<file path="src/sv/nsfv_pkg.sv">
// Shared types and constants for the NMEA sentence framer and validator.
package nsfv_pkg;

    localparam logic [7:0] CH_DOLLAR  = 8'h24;
    localparam logic [7:0] CH_BANG    = 8'h21;
    localparam logic [7:0] CH_STAR    = 8'h2A;
    localparam logic [7:0] CH_COMMA   = 8'h2C;
    localparam logic [7:0] CH_P       = 8'h50;
    localparam logic [7:0] CH_CR      = 8'h0D;
    localparam logic [7:0] CH_LF      = 8'h0A;
    localparam logic [7:0] CH_LOW     = 8'h20;
    localparam logic [7:0] CH_HIGH    = 8'h7E;

    localparam int LEN_W  = 11;
    localparam int TIME_W = 63;
    localparam int FC_W   = 6;

    typedef enum logic [1:0] {
        REG_MAX_LINE     = 2'd0,
        REG_MAX_SENTENCE = 2'd1,
        REG_ALLOW_NO_CS  = 2'd2
    } reg_index_t;

    typedef enum logic [2:0] {
        ST_OK           = 3'd0,
        ST_TOO_LONG     = 3'd1,
        ST_TOO_SHORT    = 3'd2,
        ST_BAD_CHAR     = 3'd3,
        ST_BAD_HEX      = 3'd4,
        ST_NO_CHECKSUM  = 3'd5,
        ST_TOO_MANY     = 3'd6,
        ST_BAD_CHECKSUM = 3'd7
    } status_t;

    typedef enum logic [2:0] {
        TY_UNKNOWN = 3'd0,
        TY_GGA     = 3'd1,
        TY_RMC     = 3'd2,
        TY_GST     = 3'd3,
        TY_GSA     = 3'd4,
        TY_VTG     = 3'd5
    } sentence_type_t;

    typedef struct packed {
        logic [7:0]        data_byte;
        logic [TIME_W-1:0] arrival_time;
    } in_item_t;

    typedef struct packed {
        logic [LEN_W-1:0] line_cap_bytes;
        logic [LEN_W-1:0] max_sentence_bytes;
        logic             accept_bare;
    } cfg_t;

    typedef struct packed {
        status_t           status;
        sentence_type_t    sentence_type;
        logic              is_proprietary;
        logic [7:0]        talker_first;
        logic [7:0]        talker_second;
        logic [FC_W-1:0]   num_fields;
        logic              star_found;
        logic [7:0]        received_checksum;
        logic [7:0]        computed_checksum;
        logic [LEN_W-1:0]  line_length;
        logic [TIME_W-1:0] line_time;
    } descriptor_t;

endpackage

</file>
<file path="src/sv/nsfv_in_reg.sv">
// Input register stage: holds one accepted byte until the parser takes it.
module nsfv_in_reg (
    input  logic              aclk,
    input  logic              aresetn,
    input  logic              in_valid,
    output logic              in_ready,
    input  nsfv_pkg::in_item_t in_item,
    output logic              item_valid,
    output nsfv_pkg::in_item_t item,
    input  logic              advance
);
    import nsfv_pkg::*;

    logic     valid_reg;
    in_item_t item_reg;

    assign in_ready   = !valid_reg || advance;
    assign item_valid = valid_reg;
    assign item       = item_reg;

    always_ff @(posedge aclk) begin
        if (!aresetn) begin
            valid_reg <= 1'b0;
        end else if (in_ready) begin
            valid_reg <= in_valid;
        end
    end

    always_ff @(posedge aclk) begin
        if (in_valid && in_ready) begin
            item_reg <= in_item;
        end
    end

endmodule

</file>
<file path="src/sv/nsfv_line_parser.sv">
// Per-byte line state tracking and descriptor building on line close.
module nsfv_line_parser #(
    parameter int MAX_FIELDS = 32,
    parameter int LINE_LIMIT = 1024
) (
    input  logic                   aclk,
    input  logic                   aresetn,
    input  nsfv_pkg::cfg_t         cfg,
    input  logic                   item_valid,
    input  nsfv_pkg::in_item_t     item,
    input  logic                   fire,
    output logic                   emit_req,
    output nsfv_pkg::descriptor_t  desc
);
    import nsfv_pkg::*;

    localparam int CW      = $clog2(MAX_FIELDS + 2);
    localparam int CAP     = (LINE_LIMIT > 2047) ? 2047 : LINE_LIMIT;
    localparam logic [LEN_W-1:0] LIMIT_CAP  = LEN_W'(CAP);
    localparam logic [CW-1:0]    FIELDS_MAX = CW'(MAX_FIELDS);
    localparam logic [CW-1:0]    COMMA_SAT  = CW'(MAX_FIELDS + 1);

    logic             overflow_reg,     overflow_next;
    logic [LEN_W-1:0] stored_len_reg,   stored_len_next;
    logic             star_seen_reg,    star_seen_next;
    logic [1:0]       hex_count_reg,    hex_count_next;
    logic             hex_valid_reg,    hex_valid_next;
    logic [7:0]       hex_value_reg,    hex_value_next;
    logic [2:0]       body_count_reg,   body_count_next;
    logic [7:0]       body_xor_reg,     body_xor_next;
    logic             bad_char_reg,     bad_char_next;
    logic [2:0]       addr_len_reg,     addr_len_next;
    logic             addr_done_reg,    addr_done_next;
    logic [7:0]       head_reg [5];
    logic [7:0]       head_next [5];
    logic [CW-1:0]    comma_reg,        comma_next;

    logic [7:0]       c;
    logic             is_term;
    logic             is_start;
    logic [LEN_W-1:0] limit;
    logic [4:0]       hex_digit;
    logic             filled;
    status_t          status;

    function automatic logic [4:0] hex_of(input logic [7:0] ch);
        logic [4:0] r;
        r = 5'b0;
        if (ch >= 8'h30 && ch <= 8'h39) begin
            r = {1'b1, 4'(ch - 8'h30)};
        end else if (ch >= 8'h41 && ch <= 8'h46) begin
            r = {1'b1, 4'(ch - 8'h37)};
        end else if (ch >= 8'h61 && ch <= 8'h66) begin
            r = {1'b1, 4'(ch - 8'h57)};
        end
        return r;
    endfunction

    function automatic sentence_type_t type_of(input logic [7:0] a, input logic [7:0] b,
                                               input logic [7:0] d);
        sentence_type_t t;
        t = TY_UNKNOWN;
        if (a == 8'h47 && b == 8'h47 && d == 8'h41) begin
            t = TY_GGA;
        end else if (a == 8'h52 && b == 8'h4D && d == 8'h43) begin
            t = TY_RMC;
        end else if (a == 8'h47 && b == 8'h53 && d == 8'h54) begin
            t = TY_GST;
        end else if (a == 8'h47 && b == 8'h53 && d == 8'h41) begin
            t = TY_GSA;
        end else if (a == 8'h56 && b == 8'h54 && d == 8'h47) begin
            t = TY_VTG;
        end
        return t;
    endfunction

    assign c         = item.data_byte;
    assign is_term   = (c == CH_CR) || (c == CH_LF);
    assign is_start  = (c == CH_DOLLAR) || (c == CH_BANG);
    assign limit     = (cfg.line_cap_bytes < LIMIT_CAP) ? cfg.line_cap_bytes : LIMIT_CAP;
    assign hex_digit = hex_of(c);
    assign emit_req  = item_valid && is_term && (stored_len_reg != '0);

    // Status in fixed precedence, from the state before this byte.
    always_comb begin
        filled = 1'b0;
        if (overflow_reg || stored_len_reg > cfg.max_sentence_bytes) begin
            status = ST_TOO_LONG;
        end else if (body_count_reg < 3'd5) begin
            status = ST_TOO_SHORT;
        end else if (bad_char_reg) begin
            status = ST_BAD_CHAR;
        end else if (star_seen_reg && (hex_count_reg < 2'd2 || !hex_valid_reg)) begin
            status = ST_BAD_HEX;
        end else if (!star_seen_reg && !cfg.accept_bare) begin
            status = ST_NO_CHECKSUM;
        end else if (addr_len_reg < 3'd5) begin
            status = ST_TOO_SHORT;
        end else begin
            filled = 1'b1;
            if (comma_reg > FIELDS_MAX) begin
                status = ST_TOO_MANY;
            end else if (star_seen_reg && body_xor_reg != hex_value_reg) begin
                status = ST_BAD_CHECKSUM;
            end else begin
                status = ST_OK;
            end
        end
    end

    always_comb begin
        desc = '0;
        desc.status            = status;
        desc.computed_checksum = body_xor_reg;
        desc.line_length       = stored_len_reg;
        desc.line_time         = item.arrival_time;
        if (filled) begin
            desc.star_found        = star_seen_reg;
            desc.received_checksum = star_seen_reg ? hex_value_reg : 8'h00;
            desc.num_fields        = (comma_reg > FIELDS_MAX) ? FC_W'(FIELDS_MAX)
                                                              : FC_W'(comma_reg);
            desc.talker_first      = head_reg[0];
            if (head_reg[0] == CH_P) begin
                desc.is_proprietary = 1'b1;
            end else begin
                desc.talker_second = head_reg[1];
                if (addr_len_reg == 3'd5) begin
                    desc.sentence_type = type_of(head_reg[2], head_reg[3], head_reg[4]);
                end
            end
        end
    end

    always_comb begin
        overflow_next   = overflow_reg;
        stored_len_next = stored_len_reg;
        star_seen_next  = star_seen_reg;
        hex_count_next  = hex_count_reg;
        hex_valid_next  = hex_valid_reg;
        hex_value_next  = hex_value_reg;
        body_count_next = body_count_reg;
        body_xor_next   = body_xor_reg;
        bad_char_next   = bad_char_reg;
        addr_len_next   = addr_len_reg;
        addr_done_next  = addr_done_reg;
        head_next       = head_reg;
        comma_next      = comma_reg;
        if (is_term) begin
            // Close the line, or just drop the oversize mark on an empty one.
            overflow_next = 1'b0;
            if (stored_len_reg != '0) begin
                stored_len_next = '0;
                star_seen_next  = 1'b0;
                hex_count_next  = 2'd0;
                hex_valid_next  = 1'b1;
                hex_value_next  = 8'h00;
                body_count_next = 3'd0;
                body_xor_next   = 8'h00;
                bad_char_next   = 1'b0;
                addr_len_next   = 3'd0;
                addr_done_next  = 1'b0;
                for (int i = 0; i < 5; i++) begin
                    head_next[i] = 8'h00;
                end
                comma_next = '0;
            end
        end else if (stored_len_reg == '0 && !is_start) begin
            // Drop bytes outside a line.
        end else if (stored_len_reg >= limit) begin
            overflow_next = 1'b1;
        end else if (stored_len_reg == '0) begin
            stored_len_next = LEN_W'(1);
        end else begin
            stored_len_next = stored_len_reg + LEN_W'(1);
            if (star_seen_reg) begin
                if (hex_count_reg < 2'd2) begin
                    if (!hex_digit[4]) begin
                        hex_valid_next = 1'b0;
                    end else begin
                        hex_value_next = {hex_value_reg[3:0], hex_digit[3:0]};
                    end
                    hex_count_next = hex_count_reg + 2'd1;
                end
            end else if (c == CH_STAR) begin
                star_seen_next = 1'b1;
            end else begin
                body_xor_next = body_xor_reg ^ c;
                if (c < CH_LOW || c > CH_HIGH) begin
                    bad_char_next = 1'b1;
                end
                if (body_count_reg < 3'd5) begin
                    head_next[body_count_reg] = c;
                    body_count_next = body_count_reg + 3'd1;
                end
                if (c == CH_COMMA) begin
                    addr_done_next = 1'b1;
                    if (comma_reg < COMMA_SAT) begin
                        comma_next = comma_reg + CW'(1);
                    end
                end else if (!addr_done_reg && addr_len_reg < 3'd6) begin
                    addr_len_next = addr_len_reg + 3'd1;
                end
            end
        end
    end

    always_ff @(posedge aclk) begin
        if (!aresetn) begin
            overflow_reg   <= 1'b0;
            stored_len_reg <= '0;
            star_seen_reg  <= 1'b0;
            hex_count_reg  <= 2'd0;
            hex_valid_reg  <= 1'b1;
            hex_value_reg  <= 8'h00;
            body_count_reg <= 3'd0;
            body_xor_reg   <= 8'h00;
            bad_char_reg   <= 1'b0;
            addr_len_reg   <= 3'd0;
            addr_done_reg  <= 1'b0;
            for (int i = 0; i < 5; i++) begin
                head_reg[i] <= 8'h00;
            end
            comma_reg <= '0;
        end else if (fire) begin
            overflow_reg   <= overflow_next;
            stored_len_reg <= stored_len_next;
            star_seen_reg  <= star_seen_next;
            hex_count_reg  <= hex_count_next;
            hex_valid_reg  <= hex_valid_next;
            hex_value_reg  <= hex_value_next;
            body_count_reg <= body_count_next;
            body_xor_reg   <= body_xor_next;
            bad_char_reg   <= bad_char_next;
            addr_len_reg   <= addr_len_next;
            addr_done_reg  <= addr_done_next;
            head_reg       <= head_next;
            comma_reg      <= comma_next;
        end
    end

endmodule

</file>
<file path="src/sv/nmea_sentence_framer_validator.sv">
// Top level of the NMEA sentence framer and validator.
// One received byte is taken per cycle on the s_ stream, back to back, unless a closing
// byte is held as told below; each byte passes an input register and updates the line
// state through flag and XOR logic, and a CR or LF that closes a non-empty line loads one
// descriptor via the input register into the m_ output register behind m_tvalid. A byte
// that closes a line waits in the input register only while a previous descriptor is
// still held by m_tready low; all other bytes pass at one per cycle regardless of the
// output side. There is no clearing pass after reset. Configuration writes on cfg_we are
// taken at any edge and must be made while the block is idle.
module nmea_sentence_framer_validator #(
    parameter int MAX_FIELDS = 32,
    parameter int LINE_LIMIT = 1024
) (
    input  logic         aclk,
    input  logic         aresetn,
    input  logic         cfg_we,
    input  logic [1:0]   cfg_index,
    input  logic [10:0]  cfg_wdata,
    input  logic         s_tvalid,
    output logic         s_tready,
    // data_byte[7:0], arrival_time[70:8], zero[71]
    input  logic [71:0]  s_tdata,
    output logic         m_tvalid,
    input  logic         m_tready,
    // status[2:0], talker_first[10:3], talker_second[18:11], num_fields[24:19],
    // star_found[25], received_checksum[33:26], computed_checksum[41:34],
    // line_length[52:42], line_time[115:53], zero[119:116]
    output logic [119:0] m_tdata,
    // sentence_type[2:0], is_proprietary[3]
    output logic [3:0]   m_tuser
);
    import nsfv_pkg::*;

    cfg_t        cfg_reg;
    in_item_t    s_item;
    in_item_t    item;
    logic        item_valid;
    logic        emit_req;
    logic        fire;
    descriptor_t desc;
    descriptor_t out_reg;
    logic        out_valid_reg;

    assign s_item.data_byte    = s_tdata[7:0];
    assign s_item.arrival_time = s_tdata[70:8];

    always_ff @(posedge aclk) begin
        if (!aresetn) begin
            cfg_reg.line_cap_bytes     <= 11'd128;
            cfg_reg.max_sentence_bytes <= 11'd128;
            cfg_reg.accept_bare        <= 1'b0;
        end else if (cfg_we) begin
            unique case (cfg_index)
                REG_MAX_LINE:     cfg_reg.line_cap_bytes     <= cfg_wdata;
                REG_MAX_SENTENCE: cfg_reg.max_sentence_bytes <= cfg_wdata;
                REG_ALLOW_NO_CS:  cfg_reg.accept_bare        <= cfg_wdata[0];
                default: ;
            endcase
        end
    end

    // Hold a closing byte only while the output register is occupied and stalled.
    assign fire = item_valid && (!emit_req || !out_valid_reg || m_tready);

    nsfv_in_reg u_in_reg (
        .aclk       (aclk),
        .aresetn    (aresetn),
        .in_valid   (s_tvalid),
        .in_ready   (s_tready),
        .in_item    (s_item),
        .item_valid (item_valid),
        .item       (item),
        .advance    (fire)
    );

    nsfv_line_parser #(
        .MAX_FIELDS (MAX_FIELDS),
        .LINE_LIMIT (LINE_LIMIT)
    ) u_line_parser (
        .aclk       (aclk),
        .aresetn    (aresetn),
        .cfg        (cfg_reg),
        .item_valid (item_valid),
        .item       (item),
        .fire       (fire),
        .emit_req   (emit_req),
        .desc       (desc)
    );

    always_ff @(posedge aclk) begin
        if (!aresetn) begin
            out_valid_reg <= 1'b0;
        end else if (fire && emit_req) begin
            out_valid_reg <= 1'b1;
        end else if (m_tready) begin
            out_valid_reg <= 1'b0;
        end
    end

    always_ff @(posedge aclk) begin
        if (fire && emit_req) begin
            out_reg <= desc;
        end
    end

    assign m_tvalid = out_valid_reg;
    assign m_tuser  = {out_reg.is_proprietary, out_reg.sentence_type};
    assign m_tdata  = {4'b0,
                       out_reg.line_time,
                       out_reg.line_length,
                       out_reg.computed_checksum,
                       out_reg.received_checksum,
                       out_reg.star_found,
                       out_reg.num_fields,
                       out_reg.talker_second,
                       out_reg.talker_first,
                       out_reg.status};

    // A descriptor always covers at least the start character.
    a_len_nonzero: assert property (@(posedge aclk) disable iff (!aresetn)
        out_valid_reg |-> out_reg.line_length != '0)
        else $error("descriptor with zero line length");

    a_ok_matches: assert property (@(posedge aclk) disable iff (!aresetn)
        out_valid_reg && out_reg.status == ST_OK && out_reg.star_found
        |-> out_reg.received_checksum == out_reg.computed_checksum)
        else $error("ok status with checksum mismatch");

    a_early_fail_zero: assert property (@(posedge aclk) disable iff (!aresetn)
        out_valid_reg && (out_reg.status == ST_TOO_LONG || out_reg.status == ST_TOO_SHORT
                          || out_reg.status == ST_BAD_CHAR || out_reg.status == ST_BAD_HEX
                          || out_reg.status == ST_NO_CHECKSUM)
        |-> out_reg.num_fields == '0 && m_tuser == '0 && !out_reg.star_found)
        else $error("early failure status carries parsed fields");

    a_type_not_prop: assert property (@(posedge aclk) disable iff (!aresetn)
        out_valid_reg && out_reg.sentence_type != TY_UNKNOWN |-> !out_reg.is_proprietary)
        else $error("known type on proprietary sentence");

endmodule
</file>
<file path="config.mk">
export PLATFORM = sky130hd
export DESIGN_NAME = nmea_sentence_framer_validator
export DESIGN_NICKNAME = d
export VERILOG_FILES = /design/src/sv/nsfv_pkg.sv /design/src/sv/nsfv_in_reg.sv /design/src/sv/nsfv_line_parser.sv /design/src/sv/nmea_sentence_framer_validator.sv
export SDC_FILE = /design/constraint.sdc
export NUM_CORES = 1
export LEC_CHECK = 0
export BUFFER_PORTS_ARGS = -buffer_cell sky130_fd_sc_hd__clkbuf_2
export CAP_MARGIN = 15
export CORE_MARGIN = 2
export CORE_UTILIZATION = 35
export DETAILED_ROUTE_END_ITERATION = 8
export PLACE_DENSITY_LB_ADDON = 0.3
export SLEW_MARGIN = 40
export SYNTH_ARGS = -nofsm -noshare
export SYNTH_HDL_FRONTEND = slang
export SYNTH_SLANG_ARGS = --single-unit
</file>
<file path="constraint.sdc">
create_clock -name aclk -period 11.8 [get_ports aclk]
set_input_delay 2.36 -clock aclk [delete_from_list [all_inputs] [get_ports aclk]]
set_output_delay 2.36 -clock aclk [all_outputs]
set_load 0.02 [all_outputs]
</file>
==> results of run 1 <==
[power breakdown]
group / switching [mW] / internal [mW]
clock network: 0.413 / 0.711
registers: 0.0141 / 1.15
logic: 0.0417 / 0.0269
[final cells by class]
class	instances	area (um2)
Sequential cell	302	7960
Inverter	36	138
Antenna cell	1	2.50
Tap cell	448	561
Multi-Input combinational cell	569	3750
Timing Repair Buffer	218	1120
Clock buffer	42	965
Fill cell	3130	18900
Clock inverter	20	246
[Yosys cell counts, drive strengths merged (3+ instances only)]
library cell,n,area (um2)
or3,5,31.3
ha,33,413
buf,13,87.6
nand4b,6,52.6
and3,40,250
a21boi,5,37.5
a21o,4,30.0
nand3,43,215
o31ai,3,22.5
mux2i,31,310
o21a,20,150
a31oi,6,37.5
xor2,4,35.0
a21oi,16,87.6
nor4,16,106
nor3b,8,60.1
and4b,3,30.0
edfxtp,191,5740
nor2,60,225
inv,36,135
clkbuf,30,113
nor3,11,66.3
and2,13,81.3
nor2b,34,213
o21ai,43,223
xnor2,23,201
nand2b,4,25.0
nand3b,4,30.0
dfxtp,111,2220
o221ai,3,26.3
o211ai,6,45.0
nor4b,4,50.1
nand2,72,270
nand4,16,100
nor4bb,4,40.0
[kinds of logic (layout without fill, tap and decap cells)]
group	count (synthesis)	in the layout	synth area share, %
AO/OA/AOI/OAI	125	125	6.95
XOR/XNOR	27	27	1.97
adder cells (fa/ha/maj)	33	33	3.44
buffers and inverters	79	316	2.80
flip-flops	302	302	66.4
multiplexers	33	33	2.78
other	1	5	0.0313
AND/OR/NAND/NOR	347	347	15.7
[worst min path at each step]
stage | endpoint | slack [ns]
2_1_floorplan | m_tdata[100] | 0.40
4_1_cts | m_tdata[95] | 0.42
6_report | m_tdata[86] | 0.42
5_1_grt | m_tdata[79] | 0.42
3_3_place_gp | m_tdata[75] | 0.40
3_5_place_dp | m_tdata[74] | 0.40
[per-layer routing]
| metal | global-route usage, % | wire, um | part of all wire, % | vias to the layer above |
|---|---|---|---|---|
| li1 | - | - | - | 3899 |
| met1 | 21.2 | 12900 | 46 | 3840 |
| met2 | 23.7 | 12200 | 43 | 287 |
| met3 | 4.41 | 2450 | 8.7 | 48 |
| met4 | 4.81 | 636 | 2.3 | 0 |
| met5 | 0 | 0 | 0 | - |
[critical path: cells and delay by family]
family                 cells  cell delay, ns
and+or+nand+nor            3            0.52
buffers and inverters      2            0.31
[through the flow]
stage	util [%]	cells	hold WS [ns]
global placement	40.2	1572	0.400
detailed placement	40.2	1572	0.405
global route	43.8	1635	0.417
finish	43.9	1636	0.417
CTS	43.8	1634	0.418
floorplan	-	950	0.400
==> out/qor.yml, run 1 <==
floorplan:
  io_pins: 216
  dieArea_um2: 35800
  die_h_um: 189
  initial_core_util_pct: 35.7
  num_rows: 67
  dieWidth_um: 189
  coreArea_um2: 33600
routing:
  drt-initial-drc-count: 466
  finalWirelength_mm: 28.3
  avgRoutedWirePerCell_um: 17.3
  viasPerCell: 4.94
  vias: 8074
  drc_errors: 0
  final_antenna_net_count: 0
  drtPass1Iterations: 4
critical_path:
  critPathArrivalTime_ns: 3.19
  r2r_cells: 9
  max_stage_delay_ns: 0.22
  crit_path_frequent_cell: "clkbuf_2"
  path_cells: "clkbuf_2 > nand2b_1 > nor2_1 > nand3_1 > clkbuf_2"
  rr_endpoint: "u_line_parser.head_reg[33]"
  worst-r2r-setup-slack_ns: 8.17
  endpoint: "s_tready"
  crit_path_start: "m_tready"
  start_kind: "primary input"
  crit_slowest_cell: "clkbuf_2"
  crit_type: "in2out"
  r2r_start: "u_line_parser.stored_len_reg[0]"
  critPathCaptureType: "output port"
  worstPathRequired_ns: 9.44
  critPathMaxFanout: 3
sta:
  worstMarginPinSlew_ns: 0.842
  final.period_utilization_pct: 47.0
  setup_viol: 0
  period_needed_ns: 5.55
  slew_viol_final: 0
  max_freq_ghz: 0.180
  grt_setup_unrepaired: "false"
  setup_tns_ns: 0
  skew_ns: 0.0103
  setup_slack_ns: 6.25
  relSlewSlack_pct: 43.7
  finalHoldViolations: 0
final_layout:
  final_cell_mix: "clkbuf_2 (210), edfxtp_1 (191), dfxtp_1 (111)"
  layout-drive-gt1-share_pct: 24.3
  largest_register_ffs: 116
  num-nets-final: 1284
  fin_area_um2: 14700
  final_common_cell: "clkbuf_2"
  area_growth_pct: 22.9
run_status:
  status: "complete, no violations"
clock_network:
  cts_tree: "yes"
  insertion_delay_ns: 0.50
  clk_pin_slew_worst_paths_ns: 0.06
  postCtsSetupBuffers: 0
  htreeDepth: 2
  cts_sinks: 302
  hold_buffers: 0
  cts-buffers-inserted: 34
  cts_resized: 0
  cts.path.max_buffers: 3
  root_buffer: "clkbuf_16"
placed_design:
  io_buffers: 210
  gp_congestion: 0.824
  place_area_um2: 13500
  place_ws_ns: 6.24
  dp_hpwl_mm: 19.5
power:
  leakagePower_nw: 5.62
  irDropWorstVdd_uv: 99.5
  power_density_nw_per_um2: 160
  p_total_mw: 2.35
synth:
  ys_ff_latch: 302
  syn-cell-area_um2: 12000
  syn_area_per_cell_um2: 12.7
  synth-edff-count: 191
  syn_inst: 947
  ys_types: 67
  synthArstFlopShare_pct: 0
  yosysSeqAreaShare_pct: 66.4
  yosys_warnings: 0
  synth_ff_type: "edfxtp_1"
min_path:
  min-delay-start: "u_in_reg.item[33]"
  hp-class: "reg2reg"
  min_path_cells: 0
global_routing:
  grt_start_max_net_pins: 72
  grt_use_total_pct: 15.5
  grt_pass1_wl_mm: 43.6
  gr-total-overflow: 0
  grt_pass1_vias: 7732
  antenna_found_initial: 0
flow_run:
  maxCapViolCount: 0
No activity file was read; power rests on OpenSTA's default activity.
==> run 2: changes to the inputs <==
Clock period 11.8 ns to 5.5 ns, I/O delays scaled along.
==> out/qor.yml, run 2 (synthesized netlist as in run 1, its figures left out) <==
final_layout:
  diodes: 0  # -1
  area_growth_pct: 22.3
  final_common_cell: "clkbuf_2"
  layout-drive-gt1-share_pct: 24.1  # -0.23 points
  fin_area_um2: 14700  # -0.54%
  num-nets-final: 1287  # +0.23%
  largest_register_ffs: 116  # unchanged
  final_cell_mix: "clkbuf_2 (210), edfxtp_1 (191), dfxtp_1 (111)"
clock_network:
  cts_tree: "yes"
  insertion_delay_ns: 0.52  # +0.02 ns
  clk_pin_slew_worst_paths_ns: 0.06  # about the same
  hold_buffers: 0  # unchanged
  cts-buffers-inserted: 35  # +2.9%
  root_buffer: "clkbuf_16"
  cts.path.max_buffers: 3  # unchanged
  postCtsSetupBuffers: 0  # unchanged
  cts_resized: 0  # unchanged
  cts_sinks: 302  # unchanged
  htreeDepth: 2  # unchanged
global_routing:
  grt_use_total_pct: 15.4  # -0.10 points
  gr-total-overflow: 0  # unchanged
  antenna_found_initial: 1  # +1
  grt_pass1_wl_mm: 43.5  # -0.32%
  grt_start_max_net_pins: 57  # -21%
  grt_pass1_vias: 7756  # +0.31%
routing:
  vias: 8051  # -0.28%
  avgRoutedWirePerCell_um: 16.9  # -2.2%
  final_antenna_net_count: 0  # unchanged
  drt-initial-drc-count: 457  # -1.9%
  drtPass1Iterations: 5  # +1
  viasPerCell: 4.92  # -0.41%
  drc_errors: 0  # unchanged
  finalWirelength_mm: 27.7  # -2.1%
sta:
  setup_tns_ns: 0  # unchanged
  relSlewSlack_pct: 47.9  # +4.2 points
  max_freq_ghz: 0.262
  period_needed_ns: 3.81
  final.period_utilization_pct: 69.3
  skew_ns: 0.0204  # +0.0101 ns
  finalHoldViolations: 0  # unchanged
  grt_setup_unrepaired: "false"
  slew_viol_final: 0  # unchanged
  setup_viol: 0  # unchanged
  worstMarginPinSlew_ns: 0.781  # -0.0611 ns
  setup_slack_ns: 1.69  # -4.56 ns
floorplan:
  coreArea_um2: 33600  # unchanged
  dieArea_um2: 35800  # unchanged
  die_h_um: 189  # unchanged
  io_pins: 216  # unchanged
  initial_core_util_pct: 35.7  # unchanged
  num_rows: 67  # unchanged
  dieWidth_um: 189  # unchanged
placed_design:
  place_area_um2: 13600  # +0.31%
  dp_hpwl_mm: 19.6  # about the same
  place_ws_ns: 2.06  # -4.18 ns
  io_buffers: 210  # unchanged
  gp_congestion: 0.810  # -1.8%
critical_path:
  critPathArrivalTime_ns: 2.71  # -0.48 ns
  crit_type: "reg2out"
  critPathCaptureType: "output port"
  critPathMaxFanout: 12  # +9
  worstPathRequired_ns: 4.40  # -5.04 ns
  crit_path_start: "u_in_reg.item[64]"
  r2r_start: "u_line_parser.stored_len_reg[0]"
  start_kind: "flop"
power:
  leakagePower_nw: 5.58  # -0.66%
  power_density_nw_per_um2: 331  # +110%
  irDropWorstVdd_uv: 209  # +110%
min_path:
  hp-class: "reg2reg"
  min-delay-start: "u_in_reg.item[21]"
run_status:
  status: "complete, no violations"
flow_run:
  maxCapViolCount: 0  # unchanged
## run 2: changes by cell type in the layout (fill, tap and decap cells not counted), moves of 2 or more
cell       previous run  this run
clkbuf_1              3         9
bufinv_16             6         2
inv_6                 0         3
buf_4                 6         8
buf_6                 2         0
clkinv_2              7         5
## run 2: metal layers
metal  vias to the layer above  share of wire (%)  global-route usage, %
li1                       3906                  -                      -
met1                      3799                 46                   21.8
met2                       289                 43                   23.0
met3                        55                8.0                   3.73
met4                         2                2.8                   5.23
met5                         -              0.043                      0
## run 2: final timing paths
path | endpoint | slack [ns] | depth (start not counted)
setup / recovery | s_tready | 1.69 | 7
hold / removal | m_tdata[74] | 0.41 | 0
setup reg to reg | u_line_parser.head_reg[34] | 2.08 | 9
hold reg to reg | m_tdata[74] | 0.41 | 0
## run 2: metrics by stage
step | hold slack, ns | utilization, % | cells | power, mW
after floorplan | 0.400 | - | 950 | 2.61
after CTS | 0.417 | 43.6 | 1638 | 4.92
after global routing | 0.420 | 43.6 | 1638 | 5.03
after global placement | 0.400 | 40.3 | 1574 | 2.68
final | 0.413 | 43.6 | 1638 | 4.85
after detailed placement | 0.405 | 40.3 | 1575 | 2.68
## run 2: final cells by class
class                   count  area (um2)
inverters                  36         138
clock inverters            17         151
clock buffers              46         948
well taps                 448         561
flip-flops and latches    302        7960
multi-input cells         569        3760
repair buffers            220        1150
fillers                  3159       19000
## run 2: where the power goes
group          internal, mW  total, mW  switching (mW)  leakage, nW
combinational        0.0589      0.150          0.0915         2.48
sequential             2.46       2.48          0.0267         2.56
clock                  1.32       2.22           0.899        0.540
total                  3.83       4.85            1.02         5.58
## run 2: worst max-delay path: stages, from the launching register on
cell      delay, ns
edfxtp_1       0.53
inv_1          0.17
ha_1           0.23
mux2_2         0.21
nand3_1        0.36
nor2_1         0.35
nand3_1        0.14
clkbuf_2       0.22
==> run 3: changes to the inputs <==
Settings changed: ABC_AREA set to 1.
Clock period 5.5 ns to 3.3 ns, I/O delays scaled along.
==> out/qor.yml, run 3 <==
run_status:
  status: "complete, no violations"
synth:
  synth-edff-count: 191  # unchanged
  syn_area_per_cell_um2: 10.6  # -16%
  yosysSeqAreaShare_pct: 65.7  # -0.64 points
  ys_ff_latch: 302  # unchanged
  synth.largest_area_cell: "edfxtp_1"
  synthTopCellsByArea: "edfxtp_1 (47%), dfxtp_1 (18%), nand2_1 (5.6%)"
  netlist.area_leader.share_pct: 47.4  # -0.46 points
  yosys-top-cells-count: "edfxtp_1 (191), nand2_1 (182), nor2_1 (143)"
  ys_types: 50  # -25%
  syn_inst: 1138  # +20%
  synth.most_common_cell: "edfxtp_1"
  synth_ff_type: "edfxtp_1"
  synthArstFlopShare_pct: 0  # unchanged
  yosys_warnings: 0  # unchanged
  syn-cell-area_um2: 12100  # +0.97%
sta:
  max_freq_ghz: 0.346
  setup_tns_ns: 0  # unchanged
  setup_slack_ns: 0.407  # -1.28 ns
  worstMarginPinSlew_ns: 0.653  # -0.128 ns
  final.period_utilization_pct: 87.7
  slew_viol_final: 0  # unchanged
  setup_viol: 0  # unchanged
  relSlewSlack_pct: 56.2  # +8.3 points
  skew_ns: 0.0214  # +0.00101 ns
  period_needed_ns: 2.89
  finalHoldViolations: 0  # unchanged
  grt_setup_unrepaired: "false"
power:
  power_density_nw_per_um2: 552  # +67%
  irDropWorstVdd_uv: 333  # +59%
  p_total_mw: 8.21  # +69%
  leakagePower_nw: 5.80  # +3.9%
global_routing:
  antenna_found_initial: 0  # -1
  gr-total-overflow: 0  # unchanged
  grt_pass1_vias: 8096  # +4.4%
  grt_pass1_wl_mm: 43.1  # -0.90%
  grt_use_total_pct: 15.0  # -0.35 points
  grt_start_max_net_pins: 72  # +26%
final_layout:
  fillCellCount: 3261  # +3.2%
  area_growth_pct: 22.8
  largest_register_ffs: 116  # unchanged
  final_cell_mix: "clkbuf_2 (210), edfxtp_1 (191), nand2_1 (182)"
  final_common_cell: "clkbuf_2"
  diodes: 0  # unchanged
  num-nets-final: 1491  # +16%
  layout-drive-gt1-share_pct: 22.3  # -1.9 points
placed_design:
  gp_congestion: 0.836  # +3.2%
  dp_hpwl_mm: 19.6  # +0.15%
  io_buffers: 210  # unchanged
  place_ws_ns: 0.528  # -1.54 ns
routing:
  wl_met3_mm: 2.11  # -4.4%
  viasPerCell: 4.66  # -5.2%
  wl_met1_mm: 12.1  # -5.2%
  avgRoutedWirePerCell_um: 14.9  # -11%
  drt-initial-drc-count: 401  # -12%
  finalWirelength_mm: 27.6  # -0.13%
  vias: 8614  # +7.0%
  top_layer: "met4"
  dr_wl_met2_mm: 12.6  # +6.6%
  drtPass1Iterations: 5  # unchanged
  drc_errors: 0  # unchanged
  final_antenna_net_count: 0  # unchanged
flow_run:
  maxCapViolCount: 0  # unchanged
critical_path:
  critPathArrivalTime_ns: 2.23  # -0.48 ns
  start_kind: "flop"
  r2r_start: "cfg_reg[22]"
  r2r_cells: 16  # +7
  rr_endpoint: "u_line_parser.body_count_reg[0]"
  worstPathRequired_ns: 2.64  # -1.76 ns
  critPathCaptureType: "output port"
  critPathMaxFanout: 16  # +4
  worst-r2r-setup-slack_ns: 0.53  # -1.55 ns
  crit_type: "reg2out"
floorplan:
  io_pins: 216  # unchanged
  initial_core_util_pct: 35.3  # -0.36 points
  dieArea_um2: 36100  # +0.95%
  coreArea_um2: 34300  # +2.0%
  num_rows: 68  # +1.5%
  die_h_um: 190  # +0.47%
  dieWidth_um: 190  # +0.47%
min_path:
  min_delay_worst_endpoint: "u_in_reg.item[16]"
  hp-class: "in2reg"
  min-delay-start: "s_tdata[24]"
  min_path_cells: 1  # +1
clock_network:
  root_buffer: "clkbuf_16"
  insertion_delay_ns: 0.52  # about the same
  htreeDepth: 2  # unchanged
  cts_sinks: 302  # unchanged
  cts_resized: 0  # unchanged
  hold_buffers: 0  # unchanged
  cts_tree: "yes"
  cts-buffers-inserted: 34  # -2.9%
  clk_pin_slew_worst_paths_ns: 0.06  # about the same
  cts.path.max_buffers: 3  # unchanged
  postCtsSetupBuffers: 0  # unchanged
==> run 3: changes by cell type in the layout (fill, tap and decap cells not counted), moves of 30 or more <==
cell     change
inv_1       +78
nor2b_1     -34
and3_1      -38
nand2_1    +110
nor2_1      +83
a21oi_1     +83
nand3_1     +41
mux2i_1     -30
==> run 3: cell type report <==
type                    count  area (um2)  area share [%]
multi-input cells         679        3530            23.8
clock inverters            15         148           0.993
repair buffers            224        1220            8.20
inverters                 127         480            3.23
well taps                 455         569            3.83
clock buffers              46         958            6.45
flip-flops and latches    302        7960            53.5
==> run 3: worst max path at each step <==
stage / from / end / slack [ns] / depth (start not counted)
floorplan: u_in_reg.item[63] / m_tdata[0] / 0.01 / 8
global placement: cfg_reg[22] / u_line_parser.body_count_reg[0] / 0.57 / 16
detailed placement: cfg_reg[22] / u_line_parser.body_count_reg[0] / 0.53 / 16
CTS: u_in_reg.item[63] / s_tready / 0.38 / 8
global route: cfg_reg[22] / u_line_parser.body_count_reg[0] / 0.23 / 16
finish: u_in_reg.item[63] / s_tready / 0.41 / 8
==> run 3: report_power, final <==
group          total, mW  switching [mW]  internal, mW
clock               3.67            1.47          2.21
combinational      0.369           0.243         0.126
sequential          4.17          0.0556          4.11
total               8.21            1.77          6.44
==> run 3: logic make-up after synthesis <==
family / share of synthesized area, %
compound gates: 6.82
xor+xnor: 1.30
fa+ha+maj: 3.41
buf+inv: 5.48
flops: 65.7
mux: 0.0827
other cells: 0.0310
simple gates: 17.2
==> run 3: critical path: stages (launching register included) <==
cell	delay, ns
edfxtp_1	0.51
inv_2	0.17
ha_4	0.15
nand3_1	0.09
nand2_1	0.13
nand2_4	0.17
nor2_4	0.17
nand3_2	0.12
clkbuf_2	0.20
==> run 3: routing by layer <==
layer	track usage, %	up-vias
met4	4.65	0
met3	3.52	56
met2	24.8	241
met5	0	-
met1	19.6	4006
li1	-	4311
==> run 3: metrics by stage <==
| step | util, % | std cells | instance area, um2 | hold WS (ns) |
|---|---|---|---|---|
| 2_1_floorplan | - | 1141 | 12200 | 0.400 |
| 3_3_place_gp | 40.1 | 1787 | 13800 | 0.400 |
| 3_5_place_dp | 40.1 | 1787 | 13800 | 0.405 |
| 4_1_cts | 43.4 | 1848 | 14900 | 0.289 |
| 5_1_grt | 43.4 | 1848 | 14900 | 0.289 |
| 6_report | 43.4 | 1848 | 14900 | 0.317 |
